**src/hw/rtl/bmf_pkg.sv**
```systemverilog
// ----------------------------------------------------------------------------
// bmf_pkg: shared types and constants of the 3x3 box mean filter
// Payload structs, register indexes, size limits and the divide-by-9 helper.
// ----------------------------------------------------------------------------
package bmf_pkg;

	localparam int PIX_W        = 8;
	localparam int CFG_WIDTH_W  = 12;
	localparam int CFG_HEIGHT_W = 16;
	localparam int CFG_DATA_W   = 16;
	localparam int ROW_W        = 16;
	localparam int MAX_WIDTH_DEF = 2048;
	localparam int RESET_WIDTH  = 640;
	localparam int RESET_HEIGHT = 480;
	localparam int MIN_SIZE     = 3;
	// Sum of three pixels, and sum of nine pixels.
	localparam int COLSUM_W     = 10;
	localparam int SUM_W        = 12;
	// floor(s / 9) == (s * 7282) >> 16 for every s below 32768.
	localparam int DIV9_MUL_W   = 13;
	localparam logic [DIV9_MUL_W-1:0] DIV9_MUL = 13'd7282;
	localparam int DIV9_SHIFT   = 16;
	localparam int DIV9_PROD_W  = SUM_W + DIV9_MUL_W;

	typedef enum logic [0:0] {
		CMD_PIXEL = 1'b0,
		CMD_DRAIN = 1'b1
	} cmd_t;

	typedef enum logic [0:0] {
		REG_WIDTH  = 1'b0,
		REG_HEIGHT = 1'b1
	} cfg_reg_t;

	typedef struct packed {
		cmd_t             cmd;
		logic [PIX_W-1:0] pixel_in;
	} item_t;

	typedef struct packed {
		logic [PIX_W-1:0] pixel_out;
		logic             frame_end;
		logic             run_last;
	} result_t;

	// Decisions taken when an item is accepted, carried with it into stage 1.
	typedef struct packed {
		logic is_drain;
		logic emit;       // the item produces at least one result
		logic interior;   // first result carries a real mean, else zero
		logic at_edge;    // last column: a zero right-border result follows
		logic frame_end;  // final drain item of the frame
	} ctl_t;

	function automatic logic [PIX_W-1:0] div9(input logic [SUM_W-1:0] s);
		logic [DIV9_PROD_W-1:0] prod;
		prod = DIV9_PROD_W'(s) * DIV9_PROD_W'(DIV9_MUL);
		return prod[DIV9_SHIFT +: PIX_W];
	endfunction

endpackage

```
**src/hw/rtl/bmf_datapath.sv**
```systemverilog
// ----------------------------------------------------------------------------
// bmf_datapath: window, mean and result register
// Stage 1 holds one item with its line buffer word, forms the 3x3 sum from
// the current column and two stored column sums, divides by 9 and hands up
// to two results to the output register.
// ----------------------------------------------------------------------------
module bmf_datapath #(
	parameter int MAX_WIDTH = bmf_pkg::MAX_WIDTH_DEF
) (
	input  logic                           clk,
	input  logic                           arst_n,
	input  logic                           ld,
	input  bmf_pkg::ctl_t                  ctl,
	input  logic [bmf_pkg::PIX_W-1:0]      pixel,
	input  logic [$clog2(MAX_WIDTH)-1:0]   col,
	input  logic [2*bmf_pkg::PIX_W-1:0]    rd_data,
	output logic                           item_ready,
	output logic                           wr_en,
	output logic [$clog2(MAX_WIDTH)-1:0]   wr_addr,
	output logic [2*bmf_pkg::PIX_W-1:0]    wr_data,
	output logic                           result_valid,
	input  logic                           result_ready,
	output bmf_pkg::result_t               result
);

	localparam int CW = $clog2(MAX_WIDTH);
	localparam int PW = bmf_pkg::PIX_W;
	localparam int SW = bmf_pkg::COLSUM_W;
	localparam int TW = bmf_pkg::SUM_W;

	logic                 valid_s1;
	bmf_pkg::ctl_t        ctl_s1;
	logic [PW-1:0]        pix_s1;
	logic [CW-1:0]        col_s1;
	logic                 phase_q;
	logic [SW-1:0]        colsum_a_q;
	logic [SW-1:0]        colsum_b_q;
	logic                 res_valid_q;
	bmf_pkg::result_t     res_q;

	logic [PW-1:0]        older;
	logic [PW-1:0]        newer;
	logic [SW-1:0]        cur_sum;
	logic [TW-1:0]        total;
	logic [PW-1:0]        mean;
	logic                 out_free;
	logic                 need_second;
	logic                 push;
	logic                 adv;
	bmf_pkg::result_t     res_d;

	always_comb begin
		older   = rd_data[2*PW-1:PW];
		newer   = rd_data[PW-1:0];
		cur_sum = SW'(older) + SW'(newer) + SW'(pix_s1);
		total   = TW'(cur_sum) + TW'(colsum_a_q) + TW'(colsum_b_q);
		mean    = ctl_s1.interior ? bmf_pkg::div9(total) : '0;

		out_free    = !res_valid_q || result_ready;
		// A last-column pixel owes a zero right-border result after its mean.
		need_second = ctl_s1.at_edge && !phase_q;
		push        = valid_s1 && ctl_s1.emit && out_free;
		adv         = valid_s1 && (!ctl_s1.emit || (out_free && !need_second));

		res_d.pixel_out = phase_q ? '0 : mean;
		res_d.frame_end = ctl_s1.frame_end;
		res_d.run_last  = !need_second;
	end

	assign item_ready = !valid_s1 || adv;
	assign wr_en      = adv && !ctl_s1.is_drain;
	assign wr_addr    = col_s1;
	assign wr_data    = {newer, pix_s1};

	always_ff @(posedge clk or negedge arst_n) begin
		if (!arst_n) begin
			valid_s1    <= 1'b0;
			phase_q     <= 1'b0;
			res_valid_q <= 1'b0;
			colsum_a_q  <= '0;
			colsum_b_q  <= '0;
		end else begin
			if (ld) begin
				valid_s1 <= 1'b1;
			end else if (adv) begin
				valid_s1 <= 1'b0;
			end

			if (adv) begin
				phase_q <= 1'b0;
			end else if (push) begin
				phase_q <= 1'b1;
			end

			if (push) begin
				res_valid_q <= 1'b1;
			end else if (result_ready) begin
				res_valid_q <= 1'b0;
			end

			// The window shifts once per pixel; only column sums are kept.
			if (wr_en) begin
				colsum_b_q <= colsum_a_q;
				colsum_a_q <= cur_sum;
			end
		end
	end

	always_ff @(posedge clk) begin
		if (ld) begin
			ctl_s1 <= ctl;
			pix_s1 <= pixel;
			col_s1 <= col;
		end
		if (push) begin
			res_q <= res_d;
		end
	end

	assign result_valid = res_valid_q;
	assign result       = res_q;

endmodule

```
**config.mk**
```make
export PLATFORM = sky130hd
export DESIGN_NAME = bmf_datapath
export DESIGN_NICKNAME = d
export VERILOG_FILES = /design/src/hw/rtl/bmf_pkg.sv /design/src/hw/rtl/bmf_datapath.sv
export SDC_FILE = /design/constraint.sdc
export NUM_CORES = 1
export LEC_CHECK = 0
export ABC_AREA = 1
export ABC_CLOCK_PERIOD_IN_PS = 10610
export BUFFER_PORTS_ARGS = -buffer_cell sky130_fd_sc_hd__buf_4
export CORE_UTILIZATION = 60
export CTS_CLUSTER_DIAMETER = 30
export DETAILED_ROUTE_END_ITERATION = 8
export GPL_TIMING_DRIVEN = 0
export PLACE_DENSITY = 0.87
export SYNTH_ARGS = -nofsm -noshare
export SYNTH_HDL_FRONTEND = slang
export SYNTH_SLANG_ARGS = --single-unit
```
**constraint.sdc**
```tcl
create_clock -name clk -period 10.61 [get_ports clk]
set_input_delay 3.183 -clock clk [delete_from_list [all_inputs] [get_ports clk]]
set_output_delay 3.183 -clock clk [all_outputs]
set_load 0.1 [all_outputs]
```
Word-level counts from Yosys, hierarchy flattened
Index checks and enable logic that the tools add are counted.

Mux-type cells: 6. Reduce and logical (&&, ||, !) cells: 19. Bitwise gates (word level): 1. Multipliers: 1. $add $sub $neg: 4.

Operators with widths (number): 12-bit by 12-bit multiplier with 23-bit output (second input constant) (1); 11-bit by 10-bit adder with 12-bit output (1); 10-bit by 10-bit adder with 11-bit output (1); 9-bit by 8-bit adder with 10-bit output (1); 8-bit by 8-bit adder with 9-bit output (1); 1-bit logical AND (6); 1-bit zero test (6); 1-bit 2-to-1 mux (6); 2-bit nonzero test (3); 1-bit logical OR (3); 2-bit OR reduction (1); 1-bit inverter (1).

Output and inout bits: 40. Word-level logic and storage cells: 46. Register bits: 57. Input bits: 44.

Logic depth before layout (Yosys ltp)
Word-level depth: 8. Mapped depth: 40. Mapped depth without buffers: 40.

Worst setup path before layout
Ideal clock, no wire load.

Path kind: input -> register. From: in rd_data[1] in the netlist's numbering. To: reg res_q, in the netlist result[6], data pin. Library setup time: 255 ps. Buffers on the path: 0. Arrival time: 9795 ps. Stages on the path: 34. Setup slack: 560 ps. Cell sequence: fa_1 > ha_1 > inv_1 > fa_1 > o21ai_2 > nand2_1 > nand2_1 > nand2_1 > nand2_2 > xor2_2 > fa_1 > ha_1 > inv_1 > o21bai_1 > o21bai_2 > xor2_1 > fa_1 > ha_1 > inv_1 > fa_1 > inv_1 > fa_1 > inv_1 > fa_1 > inv_1 > ha_1 > nand2_1 > nand2_1 > inv_1 > o21ai_0 > a211oi_1 > nand3_1 > nand2_1 > nor2_1.

Cells in the longest elaborated chain, start to end: 5.

Ends and longest elaborated chain: start: declaration (RTL line bmf_datapath.sv:16) `input logic [2*bmf_pkg::PIX_W-1:0] rd_data,`; 8-bit by 8-bit adder with 9-bit output (RTL line bmf_datapath.sv:55) `cur_sum = SW'(older) + SW'(newer) + SW'(pix_s1);`; 9-bit by 8-bit adder with 10-bit output (RTL line bmf_datapath.sv:55); net cur_sum[7] (RTL line bmf_datapath.sv:43) `logic [SW-1:0] cur_sum;`; 10-bit by 10-bit adder with 11-bit output (RTL line bmf_datapath.sv:56) `total = TW'(cur_sum) + TW'(colsum_a_q) + TW'(colsum_b_q);`; 11-bit by 10-bit adder with 12-bit output (RTL line bmf_datapath.sv:56); 12-bit by 12-bit multiplier with 23-bit output (RTL line bmf_pkg.sv:57) `prod = DIV9_PROD_W'(s) * DIV9_PROD_W'(DIV9_MUL);`; end signal: assignment (RTL line bmf_datapath.sv:116) `res_q <= res_d;`; end: declaration (RTL line bmf_datapath.sv:39) `bmf_pkg::result_t res_q;`.

The timed path passes the listed nets, and every way through them passes these cells. A chain may end at the register's enable or synchronous reset.

Final worst setup path
From: in rd_data[1] in the netlist's numbering. To: reg res_q, in the netlist result[7], data pin.

Same word-level chain as after synthesis.

==> results.json <==
{
  "globalplace.congestion": 0.895,
  "maxCapViolCount": 0,
  "final.setup.tns_ns": 0,
  "area_growth_pct": 19.2,
  "insertion_delay_ns": 0.35,
  "final_nets": 856,
  "hold_buffers": 0,
  "grt_usage": 0.267,
  "fillerInstances": 570,
  "dr_total_vias": 4236,
  "drt_wl_total_microns": 11700,
  "status": "complete, no violations",
  "worst_hold_slack_ns": 0.438,
  "synth_edf_count": 34,
  "path_delay_family": "adder cells",
  "syn_avg_cell_area_sq_um": 9.29,
  "tightest_slew_ns": 1.12,
  "worstPathRequired_ns": 10.73,
  "die-height_microns": 97.5,
  "antenna_found_initial": 0,
  "hold_viol": 0,
  "setup_violations": 0,
  "slowest_delay_ns": 0.54,
  "grt_pass1_vias": 4609,
  "ant_nets": 0,
  "multi_input_area_sq_um": 3380,
  "seqCellArea_sq_um": 1600,
  "cp_slowest_cell": "fa_1",
  "hpwl_microns": 9630,
  "crit_type": "in2reg",
  "synth_top_area_cell": "edfxtp_1",
  "async_flop_share": 0.404,
  "cp.arrival_ns": 10.30,
  "post_route_cells_drive_above_1_share": 0.213,
  "synth_top_cell_area_share": 0.187,
  "h-tree-depth": 3,
  "maxSlewViolCount": 0,
  "met1_usage": 0.296,
  "grtUsageMet3": 0.0525,
  "coreArea_sq_um": 8760,
  "io_pins": 84,
  "cts-buffers-inserted": 9,
  "relSlewSlack": 0.255,
  "clock-skew-final_ns": 0.0135,
  "netlist_instances": 589,
  "first_pass_iters": 4,
  "fp.dieW_microns": 97.5,
  "clkTransAtPathRegs_ns": 0.08,
  "initial_core_util": 0.624,
  "yosysWarnings": 0,
  "drc": 0,
  "yosysSeqAreaShare": 0.292,
  "fmax_ghz": 0.0982,
  "startpoint_type": "input port",
  "row_count": 34,
  "syn_nets": 761,
  "die-area_sq_um": 9500,
  "clkSinkCount": 57,
  "grtUsageMet2": 0.501,
  "critPathBufInv": 7,
  "clockBufferDepth": 2,
  "grt_remaining_overflow": 0,
  "fin_util": 0.744,
  "finalCritPeriodShare": 0.959,
  "ys_ff_latch": 57,
  "critPathMaxFanout": 3,
  "r2r_slack_ns": 2.96,
  "hold_path.class": "reg2reg",
  "synthDistinctLibCells": 36,
  "end_kind": "flop",
  "period_needed_ns": 10.18,
  "syn-cell-area_sq_um": 5470,
  "portBuffers": 83,
  "diodes": 0,
  "synth_area_leaders": "edfxtp_1, ha_1, fa_1",
  "synth_flop_cell": "edfxtp_1",
  "viasPerCell": 5.31,
  "grt_max_degree": 26,
  "root_buffer": "clkbuf_8",
  "rsz0062_at_grt": "no",
  "cts_tree": "built",
  "grt_pass1_wl_microns": 20000,
  "grt.busiest_layer": "met2",
  "first_iter_violations": 122,
  "wl_per_cell_microns": 14.7
}
==> worst paths after layout <==
path                             from            end  cells after the start
setup reg to reg            pix_s1[1]      result[7]                     34
hold reg to reg             ctl_s1[0]      result[1]                      0
setup / recovery           rd_data[1]      result[7]                     35
min in group asynchronous      arst_n  colsum_b_q[6]                      1
max in group asynchronous      arst_n  colsum_b_q[2]                      1
hold / removal              ctl_s1[0]      result[1]                      0
==> flip-flops by register name, indices dropped and copies added, names as in the netlist <==
signal / count
ctl_s1: 5
colsum_a_q: 10
colsum_b_q: 10
result: 10
wr_addr: 11
phase_q: 1
pix_s1: 8
result_valid: 1
valid_s1: 1
==> synthesized netlist by cell type, types with 2 or more instances <==
| cell | number |
|---|---|
| nor2_2 | 3 |
| a21o_1 | 4 |
| inv_1 | 123 |
| xor2_2 | 3 |
| a21oi_2 | 2 |
| fa_1 | 47 |
| nor3_1 | 2 |
| nand3_1 | 17 |
| a211oi_1 | 2 |
| nand4_1 | 5 |
| buf_4 | 10 |
| buf_2 | 2 |
| nor2_1 | 33 |
| o21bai_2 | 2 |
| o21bai_1 | 3 |
| xnor2_1 | 3 |
| nand2_2 | 4 |
| dfrtp_1 | 23 |
| o21ai_2 | 2 |
| edfxtp_1 | 34 |
| xor2_1 | 14 |
| ha_1 | 81 |
| inv_2 | 2 |
| nand2_1 | 103 |
| o21ai_1 | 9 |
| o21ai_0 | 14 |
| a21oi_1 | 33 |
==> per-stage QoR <==
stage	setup slack (ns)	area (sq um)	instances
2_1_floorplan	0.560	5470	589
3_3_place_gp	-0.138	6230	780
3_5_place_dp	-0.257	6230	780
4_1_cts	0.160	6450	796
5_1_grt	0.0135	6520	797
6_report	0.430	6520	797
==> cells by family (layout without fill, tap and decap cells) <==
group / Yosys count / count (layout) / share of synthesized area
compound gates: 76 / 76 / 0.0823
simple gates: 171 / 171 / 0.131
fa+ha+maj: 128 / 128 / 0.357
flops: 57 / 57 / 0.292
buf+inv: 137 / 237 / 0.101
xor+xnor: 20 / 20 / 0.0361
==> layout make-up <==
type | instances | area share
clock inverters | 7 | 0.0157
clock buffers | 9 | 0.0190
multi-input cells | 395 | 0.518
repair buffers | 84 | 0.0967
well taps | 108 | 0.0207
flip-flops and latches | 57 | 0.245
plain buffers | 12 | 0.0131
inverters | 125 | 0.0720
==> timing repair <==
item	4_1_cts	5_1_grt
buffers inserted	0	1
endpoints found under the setup margin	0	8
resized for setup	0	17
==> cell usage in the layout, fill, tap and decap left out, types with 2 or more instances in the layout <==
cell type	instances
a21o_1	4
a21oi_1	32
a21oi_2	3
buf_2	2
buf_4	94
bufinv_16	2
clkbuf_8	9
clkinv_4	3
dfrtp_1	23
edfxtp_1	34
fa_1	46
ha_1	80
inv_1	123
inv_2	2
nand2_1	101
nand2_2	6
nand3_1	17
nand4_1	5
nor2_1	31
nor2_2	5
nor3_1	2
o21ai_0	11
o21ai_1	11
o21ai_2	3
o21bai_1	3
o21bai_2	2
xnor2_1	3
xor2_1	13
xor2_2	3
==> layer usage <==
layer / wire, microns / up-vias
li1: - / 2067
met1: 4750 / 2029
met5: 0 / -
met4: 252 / 0
met2: 6110 / 120
met3: 574 / 20
Power is left out: the tool's default activity adds up to more than one toggle a clock period on the data nets, which glitch-free logic cannot reach.
