<file path="config.mk">
export PLATFORM = sky130hd
export DESIGN_NAME = bmf_ctrl
export DESIGN_NICKNAME = d
export VERILOG_FILES = /design/src/hw/rtl/bmf_pkg.sv /design/src/hw/rtl/bmf_ctrl.sv
export SDC_FILE = /design/constraint.sdc
export NUM_CORES = 1
export LEC_CHECK = 0
export BUFFER_PORTS_ARGS = -buffer_cell sky130_fd_sc_hd__buf_2
export CAP_MARGIN = 20
export CORE_MARGIN = 2
export CORE_UTILIZATION = 45
export DETAILED_ROUTE_END_ITERATION = 8
export PLACE_DENSITY = 0.76
export SLEW_MARGIN = 15
export SYNTH_ARGS = -nofsm -noshare
export SYNTH_HDL_FRONTEND = slang
export SYNTH_SLANG_ARGS = --single-unit
</file>
<file path="constraint.sdc">
create_clock -name clk -period 4 [get_ports clk]
set_input_delay 0.8 -clock clk [delete_from_list [all_inputs] [get_ports clk]]
set_output_delay 0.8 -clock clk [all_outputs]
set_load 0.02 [all_outputs]
</file>
<file path="src/hw/rtl/bmf_pkg.sv">
// ----------------------------------------------------------------------------
// bmf_pkg: shared types and constants of the 3x3 box mean filter
// Payload structs, register indexes, size limits and the divide-by-9 helper.
// ----------------------------------------------------------------------------
package bmf_pkg;

	localparam int PIX_W        = 8;
	localparam int CFG_WIDTH_W  = 12;
	localparam int CFG_HEIGHT_W = 16;
	localparam int CFG_DATA_W   = 16;
	localparam int ROW_W        = 16;
	localparam int MAX_WIDTH_DEF = 2048;
	localparam int RESET_WIDTH  = 640;
	localparam int RESET_HEIGHT = 480;
	localparam int MIN_SIZE     = 3;
	// Sum of three pixels, and sum of nine pixels.
	localparam int COLSUM_W     = 10;
	localparam int SUM_W        = 12;
	// floor(s / 9) == (s * 7282) >> 16 for every s below 32768.
	localparam int DIV9_MUL_W   = 13;
	localparam logic [DIV9_MUL_W-1:0] DIV9_MUL = 13'd7282;
	localparam int DIV9_SHIFT   = 16;
	localparam int DIV9_PROD_W  = SUM_W + DIV9_MUL_W;

	typedef enum logic [0:0] {
		CMD_PIXEL = 1'b0,
		CMD_DRAIN = 1'b1
	} cmd_t;

	typedef enum logic [0:0] {
		REG_WIDTH  = 1'b0,
		REG_HEIGHT = 1'b1
	} cfg_reg_t;

	typedef struct packed {
		cmd_t             cmd;
		logic [PIX_W-1:0] pixel_in;
	} item_t;

	typedef struct packed {
		logic [PIX_W-1:0] pixel_out;
		logic             frame_end;
		logic             run_last;
	} result_t;

	// Decisions taken when an item is accepted, carried with it into stage 1.
	typedef struct packed {
		logic is_drain;
		logic emit;       // the item produces at least one result
		logic interior;   // first result carries a real mean, else zero
		logic at_edge;    // last column: a zero right-border result follows
		logic frame_end;  // final drain item of the frame
	} ctl_t;

	function automatic logic [PIX_W-1:0] div9(input logic [SUM_W-1:0] s);
		logic [DIV9_PROD_W-1:0] prod;
		prod = DIV9_PROD_W'(s) * DIV9_PROD_W'(DIV9_MUL);
		return prod[DIV9_SHIFT +: PIX_W];
	endfunction

endpackage

</file>
<file path="src/hw/rtl/bmf_ctrl.sv">
// ----------------------------------------------------------------------------
// bmf_ctrl: frame position tracking
// Holds the size registers and the column, row and drain counters, and
// classifies each incoming item before it enters stage 1.
// ----------------------------------------------------------------------------
module bmf_ctrl #(
	parameter int MAX_WIDTH = bmf_pkg::MAX_WIDTH_DEF
) (
	input  logic                                   clk,
	input  logic                                   arst_n,
	input  logic                                   cfg_we,
	input  bmf_pkg::cfg_reg_t                      cfg_addr,
	input  logic [bmf_pkg::CFG_DATA_W-1:0]         cfg_wdata,
	input  logic                                   accept,
	input  bmf_pkg::item_t                         item,
	output logic                                   load,
	output bmf_pkg::ctl_t                          ctl,
	output logic [$clog2(MAX_WIDTH)-1:0]           col
);

	localparam int CW    = $clog2(MAX_WIDTH);
	localparam int WW    = $clog2(MAX_WIDTH + 1);
	localparam int CMP_W = (WW > bmf_pkg::CFG_WIDTH_W) ? WW : bmf_pkg::CFG_WIDTH_W;
	localparam int RW    = bmf_pkg::ROW_W;

	logic [bmf_pkg::CFG_WIDTH_W-1:0]  width_q;
	logic [bmf_pkg::CFG_HEIGHT_W-1:0] height_q;
	logic [CW-1:0]                    col_q;
	logic [CW-1:0]                    drain_q;
	logic [RW-1:0]                    row_q;

	logic [CMP_W-1:0] width_ext;
	logic [CMP_W-1:0] width_eff;
	logic [CW-1:0]    last_col;
	logic [RW-1:0]    height_eff;
	logic             frame_full;
	logic             drain_final;

	always_comb begin
		width_ext = CMP_W'(width_q);
		if (width_ext < CMP_W'(bmf_pkg::MIN_SIZE)) begin
			width_eff = CMP_W'(bmf_pkg::MIN_SIZE);
		end else if (width_ext > CMP_W'(MAX_WIDTH)) begin
			width_eff = CMP_W'(MAX_WIDTH);
		end else begin
			width_eff = width_ext;
		end
		last_col = CW'(width_eff - CMP_W'(1));
		height_eff = (height_q < RW'(bmf_pkg::MIN_SIZE)) ? RW'(bmf_pkg::MIN_SIZE) : height_q;
		// All rows are in: only drain items make progress now.
		frame_full  = (row_q >= height_eff);
		drain_final = (drain_q == last_col);
	end

	always_comb begin
		ctl = '0;
		if (item.cmd == bmf_pkg::CMD_DRAIN) begin
			load          = frame_full;
			ctl.is_drain  = 1'b1;
			ctl.emit      = 1'b1;
			ctl.frame_end = drain_final;
		end else begin
			load         = !frame_full;
			ctl.emit     = (row_q != '0) && (col_q != '0);
			ctl.interior = (row_q >= RW'(2)) && (col_q >= CW'(2));
			ctl.at_edge  = (col_q == last_col);
		end
	end

	assign col = col_q;

	always_ff @(posedge clk or negedge arst_n) begin
		if (!arst_n) begin
			width_q  <= bmf_pkg::CFG_WIDTH_W'(bmf_pkg::RESET_WIDTH);
			height_q <= bmf_pkg::CFG_HEIGHT_W'(bmf_pkg::RESET_HEIGHT);
			col_q    <= '0;
			row_q    <= '0;
			drain_q  <= '0;
		end else if (cfg_we) begin
			case (cfg_addr)
				bmf_pkg::REG_WIDTH:  width_q  <= cfg_wdata[bmf_pkg::CFG_WIDTH_W-1:0];
				bmf_pkg::REG_HEIGHT: height_q <= cfg_wdata[bmf_pkg::CFG_HEIGHT_W-1:0];
				default: ;
			endcase
			// Any size change starts a fresh frame.
			col_q   <= '0;
			row_q   <= '0;
			drain_q <= '0;
		end else if (accept && load) begin
			if (item.cmd == bmf_pkg::CMD_DRAIN) begin
				if (drain_final) begin
					col_q   <= '0;
					row_q   <= '0;
					drain_q <= '0;
				end else begin
					drain_q <= drain_q + CW'(1);
				end
			end else if (col_q == last_col) begin
				col_q <= '0;
				row_q <= row_q + RW'(1);
			end else begin
				col_q <= col_q + CW'(1);
			end
		end
	end

endmodule

</file>
After elaboration in Yosys (flattened, before gate mapping)
Index checks and enable logic that the tools add are counted.
{"block": "classes", "multipliers": 0, "div": 0, "n_lt_le_gt_ge": 6, "shifts": 0, "bitwise_logic": 1, "eq_ne": 3, "n_reduce_logical": 14, "muxes": 22, "add_sub_neg": 4}
{"op": "11-bit two-way mux", "count": 11}
{"op": "16-bit two-way mux", "count": 6}
{"op": "11-bit by 1-bit adder with 11-bit output (second input constant)", "count": 2}
{"op": "11-bit equality test", "count": 2}
{"op": "16-bit by 1-bit adder with 16-bit output (second input constant)", "count": 1}
{"op": "16-bit >= comparator", "count": 1}
{"op": "16-bit by 2-bit >= comparator with 1-bit output (second input constant)", "count": 1}
{"op": "16-bit by 2-bit < comparator with 1-bit output (second input constant)", "count": 1}
{"op": "16-bit nonzero test", "count": 1}
{"op": "12-bit greater-than comparator (second input constant)", "count": 1}
{"op": "12-bit by 2-bit < comparator with 1-bit output (second input constant)", "count": 1}
{"op": "11-bit by 2-bit >= comparator with 1-bit output (second input constant)", "count": 1}
{"op": "11-bit nonzero test", "count": 1}
{"op": "11-bit by 1-bit subtractor with 11-bit output (second input constant)", "count": 1}
{"op": "2-bit AND reduction", "count": 4}
{"op": "1-bit two-way mux", "count": 4}
{"op": "2-bit nonzero test", "count": 2}
{"op": "1-bit logical AND", "count": 3}
{"op": "3-bit by 2-bit inequality test with 1-bit output (second input constant)", "count": 1}
{"op": "3-bit AND reduction", "count": 1}
{"op": "3-bit nonzero test", "count": 1}
{"op": "2-bit two-way mux", "count": 1}
{"op": "1-bit logical NOT", "count": 1}
{"op": "1-bit inverter", "count": 1}
{"block": "totals", "memories": 0, "romBits": 0, "wordCells": 55, "out_inout_bits": 17, "ramBits": 0, "reg_bits": 66, "latchBits": 0, "input_bits": 30}

Longest topological paths before layout
Gate-level depths: netlist of the first run.
{"block": "logic_depth", "word_depth": 9, "depth_mapped": 18, "ltp_nobuf": 13}

Least setup slack after synthesis of the first run
Ideal clock, no wire load.
{"block": "synth_timing", "path_kind": "register to output", "start": "reg width_q (netlist bit width_ext[11])", "end": "out ctl[1] in the netlist's numbering", "setup_slack_ns": -0.383, "n_path_buf": 2, "stages_incl_launch_ff": 12, "required_ns": 3.200, "arrival_time_ns": 3.583, "path_cell_list": "dfrtp_1 clkbuf_1 clkbuf_1 nor2_1 a32oi_1 ha_1 nor3b_1 a21oi_2 or3_1 a2111o_1 o211a_1 nor4_1"}
{"item": "start, declared", "line_no": "bmf_ctrl.sv:26", "text": "logic [bmf_pkg::CFG_WIDTH_W-1:0] width_q;"}
{"item": "start signal, assigned", "line_no": "bmf_ctrl.sv:74", "text": "width_q <= bmf_pkg::CFG_WIDTH_W'(bmf_pkg::RESET_WIDTH);"}
{"item": "start signal, assigned", "line_no": "bmf_ctrl.sv:81", "text": "bmf_pkg::REG_WIDTH: width_q <= cfg_wdata[bmf_pkg::CFG_WIDTH_W-1:0];"}
{"item": "end, declared", "line_no": "bmf_ctrl.sv:17", "text": "output bmf_pkg::ctl_t ctl,"}

==> results by group, run 1 <==
Floorplan
  • Cell Rows: 37
  • I/O pin count: 47
  • Initial Util: 0.461
  • Die Width: 107 um
  • CORE AREA: 0.0103 mm2
  • Die height: 107 um
  • Die area: 0.0114 mm2

Drt
  • Total wire length: 13600 um
  • Final routed DRC violation total: 0
  • DR iter-0 viols: 282
  • Via-to-Cell Ratio: 6.14
  • Antenna Nets Post-Route: 0
  • 1st-pass router iterations: 5
  • Vias: 4564
  • Routed length per instance: 18.3 um

Global routing
  • Initial antenna violation count: 0
  • Total grt overflow: 0
  • GRT Total Usage: 0.238
  • Largest net degree at the start of global routing: 46
  • Vias in the first global route: 4392
  • First-pass GRT wire length: 21500 um

Layout
  • N_diodes: 0
  • Multi-input combinational cell area: 0.00305 mm2
  • Fin cells: 743
  • Layout Nets: 656
  • Final-layout fill cell count: 881
  • Most common cell after layout, fill and taps aside: dfrtp_1
  • Reg area: 0.00166 mm2
  • Syn-to-layout area delta: 24.3%
  • Share of cells above drive strength 1: 0.316
  • Highest-count cells in the layout ignoring fill and taps: 60 x dfrtp_1, 53 x buf_4, 37 x buf_2, 36 x nand2_1, 31 x inv_1

Timing
  • Post-layout worst setup margin: -0.156 ns
  • Final setup vio count: 2
  • TNS Setup: -0.302 ns
  • RSZ-0062 raised after global routing: true
  • Max Clk Rate: 0.241 GHz
  • Minimum clock period: 4.16 ns
  • Period utilization: 1.04
  • Final Max Slew Viols: 0
  • Least-Margin Pin Slew: 0.683 ns
  • Skew final: 0.0102 ns
  • Worst slew margin: 0.541
  • Final Hold Vio Count: 0

Clocking
  • Clock latency on the worst-skew pair: 0.36 ns
  • Sink Count: 66
  • Clock transition at the registers of the reported paths: 0.08 ns
  • Max Root-Sink Buffers: 2
  • Clock root buffer: clkbuf_8
  • Num CTS Buffers: 9
  • TritonCTS clock tree: done
  • CTS HTree Levels: 3

Outcome
  • Status: complete, but fails checks
  • Failing checks: negative setup slack

Worst setup path
  • Crit Path Category: reg2out
  • Crit path required time: 3.20 ns
  • Crit Path Max Fanout: 3
  • CP startpoint kind: flip-flop
  • CP Capture Type: output port
  • Worst Path Arrival: 3.36 ns

Power
  • Tot Pwr: 1.89 mW
  • Leak Pwr: 2.66 nW
  • PwrDens: 322 mW/mm2
  • Worst vdd ir: 150 uV

Placement
  • Inst Count DP: 707
  • Port bufs: 38
  • Detailed-placement wirelength estimate: 9570 um
  • GP Congestion: 0.972

Hold path
  • Min-Delay Path Class: in2async

Yosys
  • Share of the synthesized area in the top cell type: 0.317
  • Sequential element share of the synthesized area: 0.350
  • Synth Warn #: 0
  • Syn avg cell area: 9.07 um2
  • Area of the mapped netlist: 0.00474 mm2
  • Syn Nets: 576
  • Number of distinct library cells after synthesis: 70
  • Fraction of registers with async set/reset: 1.00
  • Cell taking the most area after synthesis: dfrtp_1
  • Post-Syn Instances: 522
  • Synth Flop Type: dfrtp_1
  • #FFs+latches synth: 66
  • Top cells by area, synth: dfrtp_1 32%, mux2_2 6.7%, ha_1 6.3%
  • Post-synth EDFFs: 0

Flow run
  • Number of max-cap violations: 0
sequential cells by signal (all words and copies together), names as in the netlist:
register   flops
height_q      16
drain_q       11
width_ext     12
col           11
row_q         16
logic make-up (layout without fill, tap and decap cells):
kind of cell	Yosys count	in the layout	synth area share
buffers and inverters	61	146	0.0518
AND/OR/NAND/NOR	198	198	0.236
AO/OA/AOI/OAI	127	127	0.195
flip-flops	66	66	0.350
adder cells (fa/ha/maj)	24	24	0.0634
multiplexers	31	31	0.0729
XOR/XNOR	15	15	0.0306
metrics by stage:
stage / setup slack [ns] / area (um2) / hold slack, ns / util
after CTS: -0.0677 / 5650 / 0.411 / 0.550
after global placement: 0.109 / 5300 / 0.515 / 0.516
after global routing: -0.265 / 5880 / 0.431 / 0.573
after floorplan: 0.0236 / 4770 / 0.502 / -
after detailed placement: -0.00530 / 5300 / 0.535 / 0.516
final: -0.156 / 5880 / 0.399 / 0.573
cell type report:
class | instances | share of cell area
multi-input cells | 395 | 0.519
flip-flops and latches | 66 | 0.282
repair buffers | 98 | 0.121
well taps | 136 | 0.0289
clock buffers | 10 | 0.0217
inverters | 32 | 0.0204
clock inverters | 6 | 0.00744
cells in the mapped netlist (3+ instances only):
master / count
dfrtp_1: 60
nand2_1: 41
inv_1: 32
mux2_2: 28
nor2_1: 26
o21ai_0: 26
ha_1: 24
nand3_1: 23
clkbuf_1: 22
or4_1: 18
o211ai_1: 16
a21oi_1: 14
nor4_1: 14
or3_1: 12
and3_1: 11
nor3_1: 10
a211oi_1: 9
a21o_1: 9
nand4_1: 9
nor2b_1: 8
a22o_1: 7
nand2b_1: 7
xnor2_1: 7
xor2_1: 7
dfstp_2: 6
buf_2: 4
o211a_1: 4
o22ai_1: 4
o31ai_1: 4
and2_1: 3
mux2i_1: 3
nor3b_1: 3
o31a_1: 3
or2_2: 3
power by group:
part           switching (mW)  internal (mW)
combinational           0.325          0.278
sequential             0.0562          0.722
clock                   0.287          0.224
total                   0.668           1.22
repair_timing:
action	CTS	global route
resized for setup	20	27
buffers inserted	13	5
hold buffers	0	0
setup endpoints to repair	15	26
pin swaps	16	32
cloned	0	2
worst max-delay path, stage by stage (launching register included):
cell	delay, ns
dfrtp_1	0.43
nor4_4	0.40
nand2_1	0.14
buf_4	0.16
buf_4	0.12
buf_4	0.12
buf_4	0.12
buf_4	0.12
buf_4	0.12
buf_4	0.12
buf_4	0.13
nand2_2	0.05
nor4b_4	0.19
nand4_1	0.18
nor4_2	0.37
buf_2	0.23
metal layers:
| layer | track usage | share of wire |
|---|---|---|
| met3 | 0.0359 | 0.054 |
| met4 | 0.103 | 0.021 |
| met5 | 0 | 0 |
| met2 | 0.392 | 0.49 |
| met1 | 0.311 | 0.43 |
path summary, 6_finish.rpt:
check	start	to	slack, ns	depth (start not counted)
setup / recovery	width_ext[3]	ctl[1]	-0.16	15
hold / removal	arst_n	width_ext[3]	0.40	1
setup reg to reg	width_ext[3]	row_q[9]	0.04	16
hold reg to reg	height_q[0]	height_q[0]	0.56	1
max in group asynchronous	arst_n	col[1]	2.62	2
min in group clk	height_q[0]	height_q[0]	0.56	1
Power figures use the tool's default switching activity.
==> inputs of run 2 (changes only) <==
--- a/config.mk
+++ b/config.mk
@@ -11,6 +11,7 @@
 export CORE_UTILIZATION = 45
 export DETAILED_ROUTE_END_ITERATION = 8
 export PLACE_DENSITY = 0.76
+export SKIP_CTS_REPAIR_TIMING = 1
 export SLEW_MARGIN = 15
 export SYNTH_ARGS = -nofsm -noshare
 export SYNTH_HDL_FRONTEND = slang
==> run 2 against run 1 <==
- the flow still finishes with violations (negative setup slack)
- count of clock-buffer cells in the layout is the same
- core utilization shrank 2.3 points
- highest routed layer unchanged
- first-iteration DRC count shrank 6.4%
- largest cell class unchanged
- register-to-register slack gained 0.05 ns
- worst setup slack lost 0.0072 ns
- critical endpoint is now ctl[0]
==> results by group, run 2 (synthesis results as in run 1) <==
Timing
  • Final Max Slew Viols: 0 (unchanged)
  • Max Clk Rate: 0.240 GHz (-0.17%)
  • RSZ-0062 raised after global routing: true
  • Post-layout worst setup margin: -0.163 ns (-0.00718 ns)
  • Minimum clock period: 4.16 ns (+0.00718 ns)
  • Skew final: 0.0109 ns (+0.000739 ns)
  • Period utilization: 1.04 (+0.00179)
  • Least-Margin Pin Slew: 0.699 ns (+0.0161 ns)
  • Final Hold Vio Count: 0 (unchanged)
  • Worst slew margin: 0.530 (-0.0108)
  • Hold Slack: 0.404 ns (+0.00434 ns)
  • Final setup vio count: 2 (unchanged)

Power
  • PwrDens: 326 mW/mm2 (+1.4%)
  • Psw: 0.645 mW (-3.5%)
  • Tot Pwr: 1.84 mW (-2.7%)
  • Int Power: 1.20 mW (-2.3%)
  • Worst vdd ir: 150 uV (about the same)
  • Clk pwr share: 0.277 (+0.007)
  • Net Sw Frac: 0.350 (-0.00279)
  • Combinational share of power: 0.299 (-0.020)
  • Leak Pwr: 2.54 nW (-4.7%)
  • Sequential power share: 0.424 (+0.013)

Global routing
  • GRT Total Usage: 0.232 (-0.00618)
  • Initial antenna violation count: 0 (unchanged)
  • Total grt overflow: 0 (unchanged)
  • Largest net degree at the start of global routing: 46 (unchanged)
  • First-pass GRT wire length: 21000 um (-2.3%)
  • Vias in the first global route: 4266 (-2.9%)

Layout
  • Final-layout fill cell count: 914 (+3.7%)
  • Final instance area: 0.00565 mm2 (-4.0%)
  • Share of cells above drive strength 1: 0.283 (-0.0337)
  • Highest-count cells in the layout ignoring fill and taps: 60 x dfrtp_1, 41 x buf_4, 40 x nand2_1, 37 x buf_2, 31 x inv_1
  • Most common cell after layout, fill and taps aside: dfrtp_1
  • Syn-to-layout area delta: 19.2%
  • N_diodes: 0 (unchanged)
  • Multi-input combinational cell area: 0.00299 mm2 (-2.2%)
  • Layout Nets: 640 (-2.4%)
  • Reg area: 0.00166 mm2 (unchanged)

Worst setup path
  • Reg2reg setup slack: 0.09 ns (+0.05 ns)
  • Levels on crit path: 13 (-2)
  • Crit Path Max Fanout: 6 (+3)
  • R2R depth: 15 (-1)
  • Worst path bufs/invs: 3 (-6)
  • Worst reg2reg endpoint: row_q[15]
  • CP startpoint kind: flip-flop
  • Max stage delay on crit path: 0.50 ns (+0.07 ns)
  • Crit Path Category: reg2out
  • CP top delay family: simple AND/OR/NAND/NOR gates
  • Reg-to-Reg Start: width_ext[2]
  • Crit path required time: 3.20 ns (about the same)
  • Crit path cell chain: nor4_4, nand2_1, nor2_1, o21ai_1, ha_2, buf_6, buf_6, xnor3_1, nand3_1, or4_4, nor2_4, and3_4, buf_6
  • Slowest-stage cell, CP: or4_4
  • CP Capture Type: output port
  • Critical path's most frequent cell: buf_6
  • Worst Path Arrival: 3.36 ns (about the same)

Clocking
  • Clock latency on the worst-skew pair: 0.36 ns (about the same)
  • Clock transition at the registers of the reported paths: 0.08 ns (about the same)
  • Sink Count: 66 (unchanged)
  • Clock root buffer: clkbuf_8
  • TritonCTS clock tree: done
  • Max Root-Sink Buffers: 2 (unchanged)
  • Num CTS Buffers: 9 (unchanged)
  • CTS HTree Levels: 3 (unchanged)

Floorplan
  • Die area: 0.0114 mm2 (unchanged)
  • Die height: 107 um (unchanged)
  • Die Width: 107 um (unchanged)
  • Initial Util: 0.461 (unchanged)
  • I/O pin count: 47 (unchanged)
  • Cell Rows: 37 (unchanged)
  • CORE AREA: 0.0103 mm2 (unchanged)

Placement
  • DP Area: 0.00530 mm2 (unchanged)
  • Detailed-placement wirelength estimate: 9570 um (unchanged)
  • Port bufs: 38 (unchanged)
  • GP Congestion: 0.972 (unchanged)

Drt
  • Final routed DRC violation total: 0 (unchanged)
  • Vias: 4501 (-1.4%)
  • Routed length per instance: 17.9 um (-2.3%)
  • DR iter-0 viols: 264 (-6.4%)
  • Via-to-Cell Ratio: 6.19 (+0.79%)
  • 1st-pass router iterations: 5 (unchanged)
  • Antenna Nets Post-Route: 0 (unchanged)
  • Total wire length: 13000 um (-4.4%)

Hold path
  • Min-Delay Path Class: in2async

Outcome
  • Status: complete, but fails checks
  • Failing checks: negative setup slack

Flow run
  • Number of max-cap violations: 0 (unchanged)
[run 2: cell types whose count changed in the layout (fill, tap and decap cells not counted), sizes merged]
cell    change
buf        -14
clkbuf      -2
[run 2: area by class of cell]
class	count	area share
Clock buffer	10	0.0226
Clock inverter	6	0.00776
Inverter	32	0.0213
Multi-Input combinational cell	395	0.529
Sequential cell	66	0.294
Tap cell	136	0.0301
Timing Repair Buffer	82	0.0953
[run 2: through the flow]
step                      utilization   TNS, ns  setup WS, ns  instances
final                           0.549    -0.324        -0.163        727
after global routing            0.549     -1.22        -0.347        727
after CTS                       0.532     -1.22        -0.386        723
after detailed placement        0.516  -0.00530      -0.00530        707
after global placement          0.516         0         0.109        707
after floorplan                     -         0        0.0236        522
[run 2: per-layer routing]
layer,part of all wire,up-vias,global-route usage
li1,-,2090,-
met2,0.49,159,0.380
met5,0,-,0
met3,0.054,22,0.0298
met1,0.43,2230,0.311
met4,0.020,0,0.0918
[run 2: how the worst max path moves through the flow]
stage | startpoint | endpoint
final | width_ext[2] | ctl[0]
after global routing | width_ext[2] | ctl[1]
after CTS | width_ext[2] | ctl[1]
after detailed placement | width_ext[2] | row_q[15]
after global placement | width_ext[2] | row_q[15]
after floorplan | width_ext[2] | ctl[0]
[run 2: power by group through the flow]
stage | logic, mW | registers, mW | clock network [mW]
final | 0.551 | 0.781 | 0.510
after global routing | 0.598 | 0.787 | 0.543
after CTS | 0.499 | 0.770 | 0.521
after detailed placement | 0.495 | 0.783 | 0
after global placement | 0.481 | 0.779 | 0
after floorplan | 0.332 | 0.769 | 0
[run 2: worst register-to-register path: stages (launching register included)]
cell      delay [ns]
dfrtp_1         0.44
nor4_4          0.41
nand2_1         0.12
nor2_1          0.12
o21ai_1         0.07
ha_2            0.22
buf_6           0.15
inv_2           0.07
nor4b_4         0.05
or3_1           0.31
a2111o_1        0.41
o211a_1         0.17
or4_1           0.55
buf_6           0.19
or4_1           0.48
nand2_1         0.09
